$ cat src/svoa_pkg.sv
`timescale 1ns / 1ps

package svoa_pkg;

    localparam int VOICES_DEF = 16;
    localparam logic [3:0] PERC_RESET = 4'd9;

    typedef enum logic [1:0] {
        OP_NOTE_ON  = 2'd0,
        OP_NOTE_OFF = 2'd1,
        OP_ALL_OFF  = 2'd2,
        OP_SILENT   = 2'd3
    } t_op;

    typedef enum logic [1:0] {
        ST_IDLE,
        ST_SCAN,
        ST_FIN
    } t_state;

    typedef struct packed {
        logic [3:0]  ch;
        logic [6:0]  note;
        logic [31:0] start;
    } t_voice_rec;

    typedef struct packed {
        logic load;
        logic rd_en;
        logic ev_en;
        logic fin;
    } t_cmd;

    typedef struct packed {
        logic immediate;
    } t_stat;

endpackage

$ cat src/svoa_ctrl.sv
`timescale 1ns / 1ps

module svoa_ctrl #(
    parameter int VOICES = svoa_pkg::VOICES_DEF
) (
    input  logic                        i_clk,
    input  logic                        i_rst_n,
    input  logic                        i_start,
    input  svoa_pkg::t_stat             i_stat,
    output logic                        o_busy,
    output logic                        o_strobe,
    output svoa_pkg::t_cmd              o_cmd,
    output logic [$clog2(VOICES)-1:0]   o_rd_idx,
    output logic [$clog2(VOICES)-1:0]   o_ev_idx
);

    localparam int AW = $clog2(VOICES);
    localparam int CW = $clog2(VOICES + 1);

    svoa_pkg::t_state r_state, n_state;
    logic [CW-1:0]    r_idx;
    logic             r_ev_vld;
    logic [AW-1:0]    r_ev_idx;
    logic             r_strobe;
    svoa_pkg::t_cmd   w_cmd;

    always_ff @(posedge i_clk) begin
        if (!i_rst_n) begin
            r_state  <= svoa_pkg::ST_IDLE;
            r_idx    <= '0;
            r_ev_vld <= 1'b0;
            r_strobe <= 1'b0;
        end else begin
            r_state  <= n_state;
            r_ev_vld <= w_cmd.rd_en;
            r_strobe <= w_cmd.fin;
            if (r_state == svoa_pkg::ST_IDLE) begin
                r_idx <= '0;
            end else if (w_cmd.rd_en) begin
                r_idx <= r_idx + 1'b1;
            end
        end
    end

    always_ff @(posedge i_clk) begin
        r_ev_idx <= r_idx[AW-1:0];
    end

    always_comb begin
        n_state = r_state;
        w_cmd   = '0;
        w_cmd.ev_en = r_ev_vld;
        unique case (r_state)
            svoa_pkg::ST_IDLE: begin
                if (i_start) begin
                    w_cmd.load = 1'b1;
                    n_state = i_stat.immediate ? svoa_pkg::ST_FIN : svoa_pkg::ST_SCAN;
                end
            end
            svoa_pkg::ST_SCAN: begin
                w_cmd.rd_en = (r_idx < CW'(VOICES));
                if (r_idx == CW'(VOICES)) begin
                    n_state = svoa_pkg::ST_FIN;
                end
            end
            svoa_pkg::ST_FIN: begin
                w_cmd.fin = 1'b1;
                n_state = svoa_pkg::ST_IDLE;
            end
            default: begin
                n_state = svoa_pkg::ST_IDLE;
            end
        endcase
    end

    assign o_cmd    = w_cmd;
    assign o_busy   = (r_state != svoa_pkg::ST_IDLE) || !i_rst_n;
    assign o_strobe = r_strobe;
    assign o_rd_idx = r_idx[AW-1:0];
    assign o_ev_idx = r_ev_idx;

endmodule

$ cat src/svoa_dp.sv
`timescale 1ns / 1ps

module svoa_dp #(
    parameter int VOICES = svoa_pkg::VOICES_DEF
) (
    input  logic                        i_clk,
    input  logic                        i_rst_n,
    input  logic                        i_cfg_we,
    input  logic [3:0]                  i_cfg_wdata,
    input  logic [1:0]                  i_operation,
    input  logic [3:0]                  i_channel,
    input  logic [6:0]                  i_note,
    input  logic [31:0]                 i_now_ms,
    input  logic [3:0]                  i_voice,
    input  svoa_pkg::t_cmd              i_cmd,
    input  logic [$clog2(VOICES)-1:0]   i_rd_idx,
    input  logic [$clog2(VOICES)-1:0]   i_ev_idx,
    output svoa_pkg::t_stat             o_stat,
    output logic                        o_accepted,
    output logic [3:0]                  o_assigned_voice,
    output logic                        o_stolen,
    output logic [15:0]                 o_release_mask
);

    localparam int AW = $clog2(VOICES);

    logic [3:0]           r_perc;
    svoa_pkg::t_op        r_op;
    logic [3:0]           r_ch;
    logic [6:0]           r_note;
    logic [31:0]          r_now;
    logic [3:0]           r_vc;
    logic                 r_ign;

    logic [VOICES-1:0]    r_busy;
    logic [VOICES-1:0]    r_rel;
    svoa_pkg::t_voice_rec r_mem [VOICES];
    svoa_pkg::t_voice_rec r_rd;

    logic                 r_have_idle;
    logic [AW-1:0]        r_idle_idx;
    logic                 r_have_rel;
    logic [AW-1:0]        r_rel_idx;
    logic [31:0]          r_rel_max;
    logic [AW-1:0]        r_bsy_idx;
    logic [31:0]          r_bsy_max;
    logic [VOICES-1:0]    r_mask;

    logic                 r_accepted;
    logic [3:0]           r_assigned;
    logic                 r_stolen;
    logic [15:0]          r_rel_out;

    logic [31:0]          w_life;
    logic                 w_ebusy;
    logic                 w_erel;
    logic                 w_is_rel_op;
    logic                 w_hit;
    logic                 w_rel_set;
    logic                 w_on_scan;
    logic [AW-1:0]        w_pick;
    logic                 w_wr;
    logic                 w_silent;
    logic [AW-1:0]        w_vc_idx;
    logic                 w_in_ign;

    assign w_in_ign = ((i_operation == svoa_pkg::OP_NOTE_ON)
                    || (i_operation == svoa_pkg::OP_NOTE_OFF))
                    && (i_channel == r_perc);
    assign o_stat.immediate = (i_operation == svoa_pkg::OP_SILENT) || w_in_ign;

    always_ff @(posedge i_clk) begin
        if (!i_rst_n) begin
            r_perc <= svoa_pkg::PERC_RESET;
        end else if (i_cfg_we) begin
            r_perc <= i_cfg_wdata;
        end
    end

    always_ff @(posedge i_clk) begin
        if (i_cmd.load) begin
            r_op   <= svoa_pkg::t_op'(i_operation);
            r_ch   <= i_channel;
            r_note <= i_note;
            r_now  <= i_now_ms;
            r_vc   <= i_voice;
            r_ign  <= w_in_ign;
        end
    end

    // voice record store
    always_ff @(posedge i_clk) begin
        if (w_wr) begin
            r_mem[w_pick] <= '{ch: r_ch, note: r_note, start: r_now};
        end
        if (i_cmd.rd_en) begin
            r_rd <= r_mem[i_rd_idx];
        end
    end

    assign w_life      = r_now - r_rd.start;
    assign w_ebusy     = r_busy[i_ev_idx];
    assign w_erel      = r_rel[i_ev_idx];
    assign w_is_rel_op = (r_op == svoa_pkg::OP_NOTE_OFF) || (r_op == svoa_pkg::OP_ALL_OFF);
    assign w_hit       = w_ebusy && (r_rd.ch == r_ch)
                      && ((r_op == svoa_pkg::OP_ALL_OFF) || (r_rd.note == r_note));
    assign w_rel_set   = i_cmd.ev_en && w_is_rel_op && w_hit;
    assign w_on_scan   = i_cmd.ev_en && (r_op == svoa_pkg::OP_NOTE_ON);

    assign w_pick   = r_have_idle ? r_idle_idx : (r_have_rel ? r_rel_idx : r_bsy_idx);
    assign w_wr     = i_cmd.fin && (r_op == svoa_pkg::OP_NOTE_ON) && !r_ign;
    assign w_silent = i_cmd.fin && (r_op == svoa_pkg::OP_SILENT) && (32'(r_vc) < VOICES);
    assign w_vc_idx = AW'(r_vc);

    // candidate tracking; ties go to the later index
    always_ff @(posedge i_clk) begin
        if (i_cmd.load) begin
            r_have_idle <= 1'b0;
            r_idle_idx  <= '0;
            r_have_rel  <= 1'b0;
            r_rel_idx   <= '0;
            r_rel_max   <= '0;
            r_bsy_idx   <= '0;
            r_bsy_max   <= '0;
            r_mask      <= '0;
        end else begin
            if (w_on_scan) begin
                if (!w_ebusy) begin
                    if (!r_have_idle) begin
                        r_have_idle <= 1'b1;
                        r_idle_idx  <= i_ev_idx;
                    end
                end else if (w_erel) begin
                    if (w_life >= r_rel_max) begin
                        r_have_rel <= 1'b1;
                        r_rel_idx  <= i_ev_idx;
                        r_rel_max  <= w_life;
                    end
                end else if (w_life >= r_bsy_max) begin
                    r_bsy_idx <= i_ev_idx;
                    r_bsy_max <= w_life;
                end
            end
            if (w_rel_set && !w_erel) begin
                r_mask[i_ev_idx] <= 1'b1;
            end
        end
    end

    always_ff @(posedge i_clk) begin
        if (!i_rst_n) begin
            r_busy <= '0;
            r_rel  <= '0;
        end else begin
            if (w_rel_set) begin
                r_rel[i_ev_idx] <= 1'b1;
            end
            if (w_wr) begin
                r_busy[w_pick] <= 1'b1;
                r_rel[w_pick]  <= 1'b0;
            end
            if (w_silent) begin
                r_busy[w_vc_idx] <= 1'b0;
                r_rel[w_vc_idx]  <= 1'b0;
            end
        end
    end

    always_ff @(posedge i_clk) begin
        if (i_cmd.fin) begin
            r_accepted <= !r_ign;
            r_assigned <= w_wr ? 4'(w_pick) : 4'd0;
            r_stolen   <= w_wr && !r_have_idle;
            r_rel_out  <= 16'(r_mask);
        end
    end

    assign o_accepted       = r_accepted;
    assign o_assigned_voice = r_assigned;
    assign o_stolen         = r_stolen;
    assign o_release_mask   = r_rel_out;

endmodule

$ cat src/synth_voice_allocator.sv
`timescale 1ns / 1ps
// Channel   Direction  Handshake                Payload
// event     in         start & !busy            i_operation i_channel i_note i_now_ms i_voice
// result    out        o_strobe, one cycle      o_accepted o_assigned_voice o_stolen
//                                               o_release_mask
// config    in         i_cfg_we                 i_cfg_wdata (percussion channel)
//
// Note on, note off and all notes off scan every voice record once, one per cycle,
// through a single-port record store, then pass through a finish state; the
// strobe is registered from that finish state.
// Voice silent and ignored percussion events skip the scan and go straight to the finish state.
// busy is high from accept until the strobe cycle; a new item may start then.
// Synchronous active-low reset frees all voices and sets the percussion channel to 9.
// Results cannot be stalled.

module synth_voice_allocator #(
    parameter int VOICES = svoa_pkg::VOICES_DEF
) (
    input  logic        i_clk,
    input  logic        i_rst_n,
    input  logic        i_cfg_we,
    input  logic [3:0]  i_cfg_wdata,
    input  logic        start,
    output logic        busy,
    input  logic [1:0]  i_operation,
    input  logic [3:0]  i_channel,
    input  logic [6:0]  i_note,
    input  logic [31:0] i_now_ms,
    input  logic [3:0]  i_voice,
    output logic        o_strobe,
    output logic        o_accepted,
    output logic [3:0]  o_assigned_voice,
    output logic        o_stolen,
    output logic [15:0] o_release_mask
);

    localparam int AW = $clog2(VOICES);

    svoa_pkg::t_cmd  w_cmd;
    svoa_pkg::t_stat w_stat;
    logic [AW-1:0]   w_rd_idx;
    logic [AW-1:0]   w_ev_idx;

    svoa_ctrl #(
        .VOICES (VOICES)
    ) u_ctrl (
        .i_clk    (i_clk),
        .i_rst_n  (i_rst_n),
        .i_start  (start),
        .i_stat   (w_stat),
        .o_busy   (busy),
        .o_strobe (o_strobe),
        .o_cmd    (w_cmd),
        .o_rd_idx (w_rd_idx),
        .o_ev_idx (w_ev_idx)
    );

    svoa_dp #(
        .VOICES (VOICES)
    ) u_dp (
        .i_clk            (i_clk),
        .i_rst_n          (i_rst_n),
        .i_cfg_we         (i_cfg_we),
        .i_cfg_wdata      (i_cfg_wdata),
        .i_operation      (i_operation),
        .i_channel        (i_channel),
        .i_note           (i_note),
        .i_now_ms         (i_now_ms),
        .i_voice          (i_voice),
        .i_cmd            (w_cmd),
        .i_rd_idx         (w_rd_idx),
        .i_ev_idx         (w_ev_idx),
        .o_stat           (w_stat),
        .o_accepted       (o_accepted),
        .o_assigned_voice (o_assigned_voice),
        .o_stolen         (o_stolen),
        .o_release_mask   (o_release_mask)
    );

endmodule

$ cat config.mk
export PLATFORM = sky130hd
export DESIGN_NAME = synth_voice_allocator
export DESIGN_NICKNAME = d
export VERILOG_FILES = /design/src/svoa_pkg.sv /design/src/svoa_ctrl.sv /design/src/svoa_dp.sv /design/src/synth_voice_allocator.sv
export SDC_FILE = /design/constraint.sdc
export NUM_CORES = 1
export LEC_CHECK = 0
export BUFFER_PORTS_ARGS = -buffer_cell sky130_fd_sc_hd__buf_4
export CORE_ASPECT_RATIO = 2
export CORE_UTILIZATION = 50
export CTS_BUF_LIST = sky130_fd_sc_hd__clkbuf_8
export DETAILED_ROUTE_END_ITERATION = 8
export GPL_TIMING_DRIVEN = 0
export PLACE_DENSITY = 0.66
export SLEW_MARGIN = 0
export SYNTH_ARGS = -nofsm -noshare
export SYNTH_HDL_FRONTEND = slang
export SYNTH_SLANG_ARGS = --single-unit
$ cat constraint.sdc
create_clock -name i_clk -period 5.2 [get_ports i_clk]
set_clock_uncertainty 0.05 [all_clocks]
set_input_delay 0.52 -clock i_clk [delete_from_list [all_inputs] [get_ports i_clk]]
set_output_delay 0.52 -clock i_clk [all_outputs]
set_load 0.01 [all_outputs]
==> results.yml, run 1 <==
status:
  status: "completed"
pwr:
  ir_drop_v: 0.000212
  power.leakage_nw: 15.0
  power.total_mw: 15.4
  p_per_area_nw_per_um2: 341
synth:
  synth_edf_count: 803
  ys_types: 72
  syn-num-nets: 2370
  ys.flop_type: "edfxtp_1"
  netlist_area_um2: 38200
  synthCells: 2212
  ys_async_sr_fraction_pct: 0
  yosysWarnings: 0
  ys_seq_elements: 946
  yosysSeqAreaShare_pct: 70.6
  avgSynthCellArea_um2: 17.3
cts:
  clkLatencyLatePin_ps: 770
  clockBufferDepth: 3
  clkTransAtPathRegs_ps: 60
  cts_tree: "built"
  htreeDepth: 4
  cts-buffers-inserted: 131
  clockRootBuffer: "clkbuf_8"
  clkSinkCount: 946
sta:
  setup_slack_ps: 69.4
  fin_crit_sh_pct: 98.7
  worst_slew_pin_slew_ps: 1200
  timing.slew.headroom_pct: 19.8
  hold_viol_final: 0
  tns_ps: 0
  max_freq_mhz: 195
  setup_viol: 0
  layout_min_cycle_time_ps: 5130
  drv_slew: 0
  hold_ws_ps: 106
finish:
  synthToLayoutAreaGrowth_pct: 18.3
  stdcell_count: 3709
  finalNetCount: 2748
  final_cell_mix: "edfxtp_1 (803), mux4_2 (219), nor2_1 (160)"
  drive_gt1_share_pct: 25.8
  layout_commonest_cell: "edfxtp_1"
setup_path:
  r2r_setup_slack_ps: 70
  timing.rr.start: "u_dp.r_now[0]"
  cp-end-kind: "flop"
  crit_type: "flop to flop"
  r2r_cells: 23
  arrival_ps: 5780
  timing.rr.end: "u_dp.r_bsy_max[30]"
  cp-start-kind: "flop"
  worst_ep_required_time_ps: 5850
  crit_fanout: 6
hold_path:
  hold_end: "u_dp.r_perc[0]"
  min-delay-start: "i_cfg_we"
  min_path_type: "input pin to flop"
  whs_path_depth: 3
drt:
  final_antenna_net_count: 0
  post_drt_wl_per_cell_um: 25.6
  drt_iter0_drc: 1604
  routed_via_density: 5.80
  drc: 0
  route.vias.total: 21500
  first_pass_iters: 5
  wl_mm: 94.9
floorplanning:
  fp.coreArea_um2: 75900
  fp.dieW_um: 198
  placementRows: 143
  ios: 81
  die_height_um: 393
  die-area_um2: 77600
  initial_core_util_pct: 50.4
place:
  dp_slack_ps: -2260
  io_buffers: 79
  place_inst: 3342
  dpl.hpwl_mm: 63.3
  place_congestion: 0.874
global_routing:
  grtUsageTotal_pct: 25.2
  gr-total-overflow: 0
  grt_pass1_wl_mm: 139
  antenna_found_initial: 1
  grt_pass1_vias: 22600
  grt_max_degree: 39
run:
  drv_cap: 0
-- kinds of logic (layout without fill, tap and decap cells) --
family,Yosys count,in the layout,share of synthesized area [%]
DFF,946,946,70.6
and+or+nand+nor,396,396,4.67
AOI/OAI and AO/OA,272,272,4.46
muxes,244,244,13.8
buffers and inverters,207,688,2.13
adders and majority gates,101,101,3.33
xor gates and xnor gates,46,46,1.05
other,0,1,0
-- area by class of cell --
type	instances	area (µm²)
buffer	91	429
multi-input combinational	1059	11000
clock inverter	93	526
sequential	946	27000
timing repair buffer	245	2570
inverter	116	440
antenna	1	2.50
fill	5633	30600
tap	1015	1270
clock buffer	143	1970
-- flip-flops by register name, indices dropped and copies added, names as in the netlist, 2 cells and up --
name and count:
u_dp.r_rel 16, u_dp.r_bsy_max 32, u_dp.r_idle_idx 4, u_dp.r_busy 16, u_dp.r_mask 16, u_dp.r_rel_max 32
u_dp.o_release_mask 16, u_dp.r_rd 43, u_ctrl.r_idx 5, u_dp.r_note 7, u_dp.r_rel_idx 4, u_dp.r_bsy_idx 4
u_ctrl.o_ev_idx 4, u_dp.r_perc 4, u_dp.o_assigned_voice 4, u_dp.r_now 32, u_ctrl.r_state 2, u_dp.r_mem 688
u_dp.r_vc 4, u_dp.r_ch 4, u_dp.r_op 2
-- power by group --
part | internal (mW) | switching (mW) | leakage (nW) | total, mW
Clock | 2.75 | 2.76 | 1.39 | 5.50
Sequential | 8.35 | 0.105 | 8.42 | 8.46
Combinational | 0.621 | 0.836 | 5.15 | 1.46
Total | 11.7 | 3.70 | 15.0 | 15.4
-- Yosys cell counts (8+ instances only) --
| cell type | instances | area share (%) |
|---|---|---|
| edfxtp_1 | 803 | 63 |
| mux4_2 | 219 | 13 |
| nor2_1 | 178 | 1.7 |
| dfxtp_1 | 143 | 7.5 |
| a21oi_1 | 132 | 1.7 |
| inv_1 | 113 | 1.1 |
| ha_1 | 100 | 3.3 |
| nand2_1 | 99 | 0.97 |
| clkbuf_1 | 58 | 0.57 |
| o21ai_0 | 40 | 0.52 |
| nor3_1 | 27 | 0.35 |
| xor2_1 | 24 | 0.55 |
| xnor2_1 | 22 | 0.50 |
| a21o_1 | 19 | 0.37 |
| buf_1 | 18 | 0.18 |
| mux2i_1 | 18 | 0.47 |
| nand4_1 | 14 | 0.23 |
| buf_2 | 12 | 0.16 |
| nand3_1 | 12 | 0.16 |
| o21a_1 | 12 | 0.24 |
| nand2b_1 | 11 | 0.18 |
| nor2b_1 | 11 | 0.18 |
| a211oi_1 | 9 | 0.18 |
| and2_1 | 9 | 0.15 |
| o211ai_1 | 8 | 0.16 |
-- layer usage --
layer | track usage, % | wire, µm
met3 | 3.53 | 4100
met4 | 14.3 | 5230
met2 | 45.9 | 51700
met1 | 27.8 | 33900
met5 | 0 | 0
-- stage by stage --
stage | cell area, µm² | utilization [%]
after global routing | 45200 | 59.6
final | 45200 | 59.6
after global placement | 40100 | 52.8
after detailed placement | 41000 | 54.0
after CTS | 44600 | 58.8
after floorplan | 38200 | -
-- worst max-delay path by stage --
| stage | from | end | depth (start not counted) |
|---|---|---|---|
| after floorplan | u_ctrl.r_state[1] | u_dp.r_mem[0][0] | 5 |
| after global placement | u_ctrl.r_state[1] | u_dp.r_mem[5][26] | 5 |
| after detailed placement | u_dp.r_now[8] | u_dp.r_rel_max[27] | 18 |
| after CTS | u_dp.r_now[9] | u_dp.r_rel_max[26] | 20 |
| after global routing | u_dp.r_now[10] | u_dp.r_bsy_max[30] | 20 |
| final | u_dp.r_now[0] | u_dp.r_bsy_max[30] | 23 |
-- timing repair --
action,CTS,global route
hold endpoints to repair,54,0
buffers inserted,32,43
endpoints found under the setup margin,73,73
resized for setup,58,57
hold buffers,55,0
pin swaps,21,36
-- worst max-delay path, cell delays in order (launching register included) --
cell       delay (ps)
edfxtp_1          460
inv_2              80
ha_4              190
fa_2              350
inv_1              70
a21o_1            150
a41o_4            240
nand3b_1          200
a21oi_4           260
o21ai_2           120
a21oi_2           150
nor2_1             80
xnor2_2           160
ha_1              330
and3_4            210
nand3_4           100
nand2b_4          150
a311oi_2          320
o221ai_2          200
a2111oi_4         380
buf_4             210
inv_4              50
or4_1             460
nand3_1            90
Power figures use the tool's default switching activity.
==> run 2: changes to the inputs <==
--- a/config.mk
+++ b/config.mk
@@ -5,6 +5,7 @@
 export SDC_FILE = /design/constraint.sdc
 export NUM_CORES = 1
 export LEC_CHECK = 0
+export ABC_AREA = 1
 export BUFFER_PORTS_ARGS = -buffer_cell sky130_fd_sc_hd__buf_4
 export CORE_ASPECT_RATIO = 2
 export CORE_UTILIZATION = 50
@@ -12,6 +13,7 @@
 export DETAILED_ROUTE_END_ITERATION = 8
 export GPL_TIMING_DRIVEN = 0
 export PLACE_DENSITY = 0.66
+export REMOVE_ABC_BUFFERS = 1
 export SLEW_MARGIN = 0
 export SYNTH_ARGS = -nofsm -noshare
 export SYNTH_HDL_FRONTEND = slang
==> run 2 against run 1 <==
- die area is 5.9% higher
- non-clock buffer count is 149 lower
- area after synthesis is 6.0% higher
- clock power is 1% lower
- register-to-register slack better by 410 ps
- maximum frequency is 8.6% higher
- synthesized cell count is 70% higher
- total power is 0.80% higher
- worst hold slack better by 280 ps
- critical path type unchanged
- largest power group unchanged
- highest routed layer unchanged
==> results.yml, run 2 <==
status:
  status: "completed"
synth:
  synth_edf_count: 803
  synth_common_cells: "edfxtp_1 (803), nor2_1 (573), nand2_1 (570)"
  ys_seq_elements: 946
  synth_area_leader_cell: "edfxtp_1"
  synth.top_cell.area_share_pct: 59.5
  yosysMostFrequentCell: "edfxtp_1"
  yosysSeqAreaShare_pct: 66.6
  avgSynthCellArea_um2: 10.8
  ys_types: 38
  netlist_area_um2: 40500
  ys.flop_type: "edfxtp_1"
  synth_area_leaders: "edfxtp_1 (60%), dfxtp_1 (7.1%), nor2_1 (5.3%), nand2_1 (5.3%), o21ai_0 (4.6%)"
  synthCells: 3762
  yosysWarnings: 0
  ys_async_sr_fraction_pct: 0
sta:
  layout_min_cycle_time_ps: 4720
  hold_ws_ps: 383
  drv_slew: 0
  timing.slew.headroom_pct: 38.7
  setup_slack_ps: 476
  max_freq_mhz: 212
  hold_viol_final: 0
  fin_crit_sh_pct: 90.8
  setup_viol: 0
  rsz0062_at_grt: "false"
  worst_slew_pin_slew_ps: 919
place:
  place_congestion: 0.944
  dpl.hpwl_mm: 60.2
  dp_slack_ps: 100
  place_inst: 4746
  io_buffers: 80
cts:
  clkSinkCount: 946
  cts-buffers-inserted: 132
  cts_tree: "built"
  clkLatencyLatePin_ps: 760
  htreeDepth: 4
  clkTransAtPathRegs_ps: 70
  clockBufferDepth: 3
  clockRootBuffer: "clkbuf_8"
hold_path:
  min_path_type: "flop to flop"
  hold_end: "u_dp.o_release_mask[13]"
  whs_path_depth: 0
  min-delay-start: "u_dp.r_mask[13]"
finish:
  finalNetCount: 4060
  synthToLayoutAreaGrowth_pct: 13.4
  layout_commonest_cell: "edfxtp_1"
  drive_gt1_share_pct: 8.49
  max_flop_register: "u_dp.r_mem"
  largest_reg_flops: 688
  multi_input_area_um2: 11500
  regArea_um2: 27000
  final_cell_mix: "edfxtp_1 (803), nand2_1 (568), nor2_1 (562)"
  top_regs: "u_dp.r_mem (688), u_dp.r_rd (43)"
  stdcell_count: 5039
  nFillCells: 6750
setup_path:
  arrival_ps: 5320
  timing.rr.end: "u_dp.r_rel_idx[2]"
  worst_ep_required_time_ps: 5790
  r2r_setup_slack_ps: 480
  crit_type: "flop to flop"
  crit_fanout: 17
  r2r_cells: 23
  cp-end-kind: "flop"
  timing.rr.start: "u_dp.r_now[2]"
  cp-start-kind: "flop"
floorplanning:
  ios: 81
  placementRows: 147
  die-area_um2: 82200
  die_height_um: 404
  fp.coreArea_um2: 80200
  initial_core_util_pct: 50.5
  fp.dieW_um: 203
global_routing:
  gr-total-overflow: 0
  grt_max_degree: 170
  antenna_found_initial: 1
  grt_pass1_vias: 28100
  grtUsageTotal_pct: 25.4
  grt_pass1_wl_mm: 158
drt:
  drc: 0
  final_antenna_net_count: 0
  first_pass_iters: 5
  post_drt_wl_per_cell_um: 20.6
  wl_mm: 104
  routed_via_density: 5.65
  drt_iter0_drc: 2044
  route.vias.total: 28500
run:
  drv_cap: 0
pwr:
  ir_drop_v: 0.000251
  power.total_mw: 15.5
  power.leakage_nw: 17.0
  p_per_area_nw_per_um2: 338
[run 2: changes by cell type in the layout (fill, tap and decap cells not counted), sizes merged, moves of 25 or more]
cell and change:
mux4 -224, buf -99, nor2 +399, nand2 +475
o221ai +65, o21ai +335, o22ai +104, clkbuf -64
a21oi +25, inv +252, nand3 +165
[run 2: critical path: stages (launching register included)]
cell	delay, ps
edfxtp_1	630
ha_1	530
nand2_1	80
nand2_1	90
inv_1	40
nand2_1	160
nand2_1	90
nand2_1	160
nand2_1	70
nand2_1	90
nand2_1	170
nand2_1	110
nand2_1	50
nand2_1	190
ha_1	280
nand2_1	60
inv_1	30
nor2_1	90
o21a_1	140
nand2_1	100
a21oi_2	350
nand3_2	620
a21oi_1	320
nor2_1	70
[run 2: per-stage QoR]
stage	TNS [ps]	area, µm²	utilization, %
final	0	45900	57.3
after global routing	0	45900	57.3
after CTS	0	45900	57.2
after detailed placement	0	42800	53.4
after global placement	-2927420	41600	51.9
after floorplan	-445410	39700	-
[run 2: cell type report]
type | instances | share of cell area, %
diodes | 1 | 0.00545
well taps | 1043 | 2.84
clock buffers | 137 | 4.11
flip-flops and latches | 946 | 58.8
repair buffers | 187 | 4.96
inverters | 363 | 3.06
clock inverters | 90 | 1.15
multi-input cells | 2272 | 25.1
[run 2: how the worst max path moves through the flow]
stage / slack, ps / startpoint / cells after the start / endpoint
6_report: 480 / u_dp.r_now[2] / 23 / u_dp.r_rel_idx[2]
5_1_grt: 160 / u_dp.r_now[2] / 23 / u_dp.r_rel_max[9]
4_1_cts: 60 / u_dp.r_now[2] / 25 / u_dp.r_rel_max[30]
3_5_place_dp: 100 / u_dp.r_now[2] / 25 / u_dp.r_rel_max[30]
3_3_place_gp: -26880 / u_ctrl.r_idx[0] / 5 / u_dp.r_rd[29]
2_1_floorplan: -9260 / u_ctrl.r_idx[0] / 5 / u_dp.r_rd[0]
[run 2: timing repair]
item | in CTS | in global routing
gates resized for setup | 0 | 3
buffers inserted | 0 | 0
hold buffers | 63 | 0
endpoints found under the hold margin | 54 | 0
endpoints found under the setup margin | 0 | 12
[run 2: cells by family after synthesis]
group                      count (synthesis)  synth area share, %
DFF                                      946                 66.6
and+or+nand+nor                         1380                 13.8
adders and majority gates                101                 3.14
AOI/OAI and AO/OA                        764                 10.7
xor gates and xnor gates                  25                0.541
buffers and inverters                    546                 5.25
[run 2: metal layers]
metal  global-route usage [%]  vias up  routed length (µm)
met4                     12.0        0                4480
met1                     29.3    13900               39300
li1                         -    13400                   -
met2                     46.1      979               54300
met3                     3.39      266                5730
met5                        0        -                   0
[run 2: power breakdown]
group / internal, mW / total (mW) / switching (mW)
sequential: 8.36 / 8.52 / 0.158
clock: 2.69 / 5.43 / 2.74
combinational: 0.530 / 1.59 / 1.06
total: 11.6 / 15.5 / 3.96
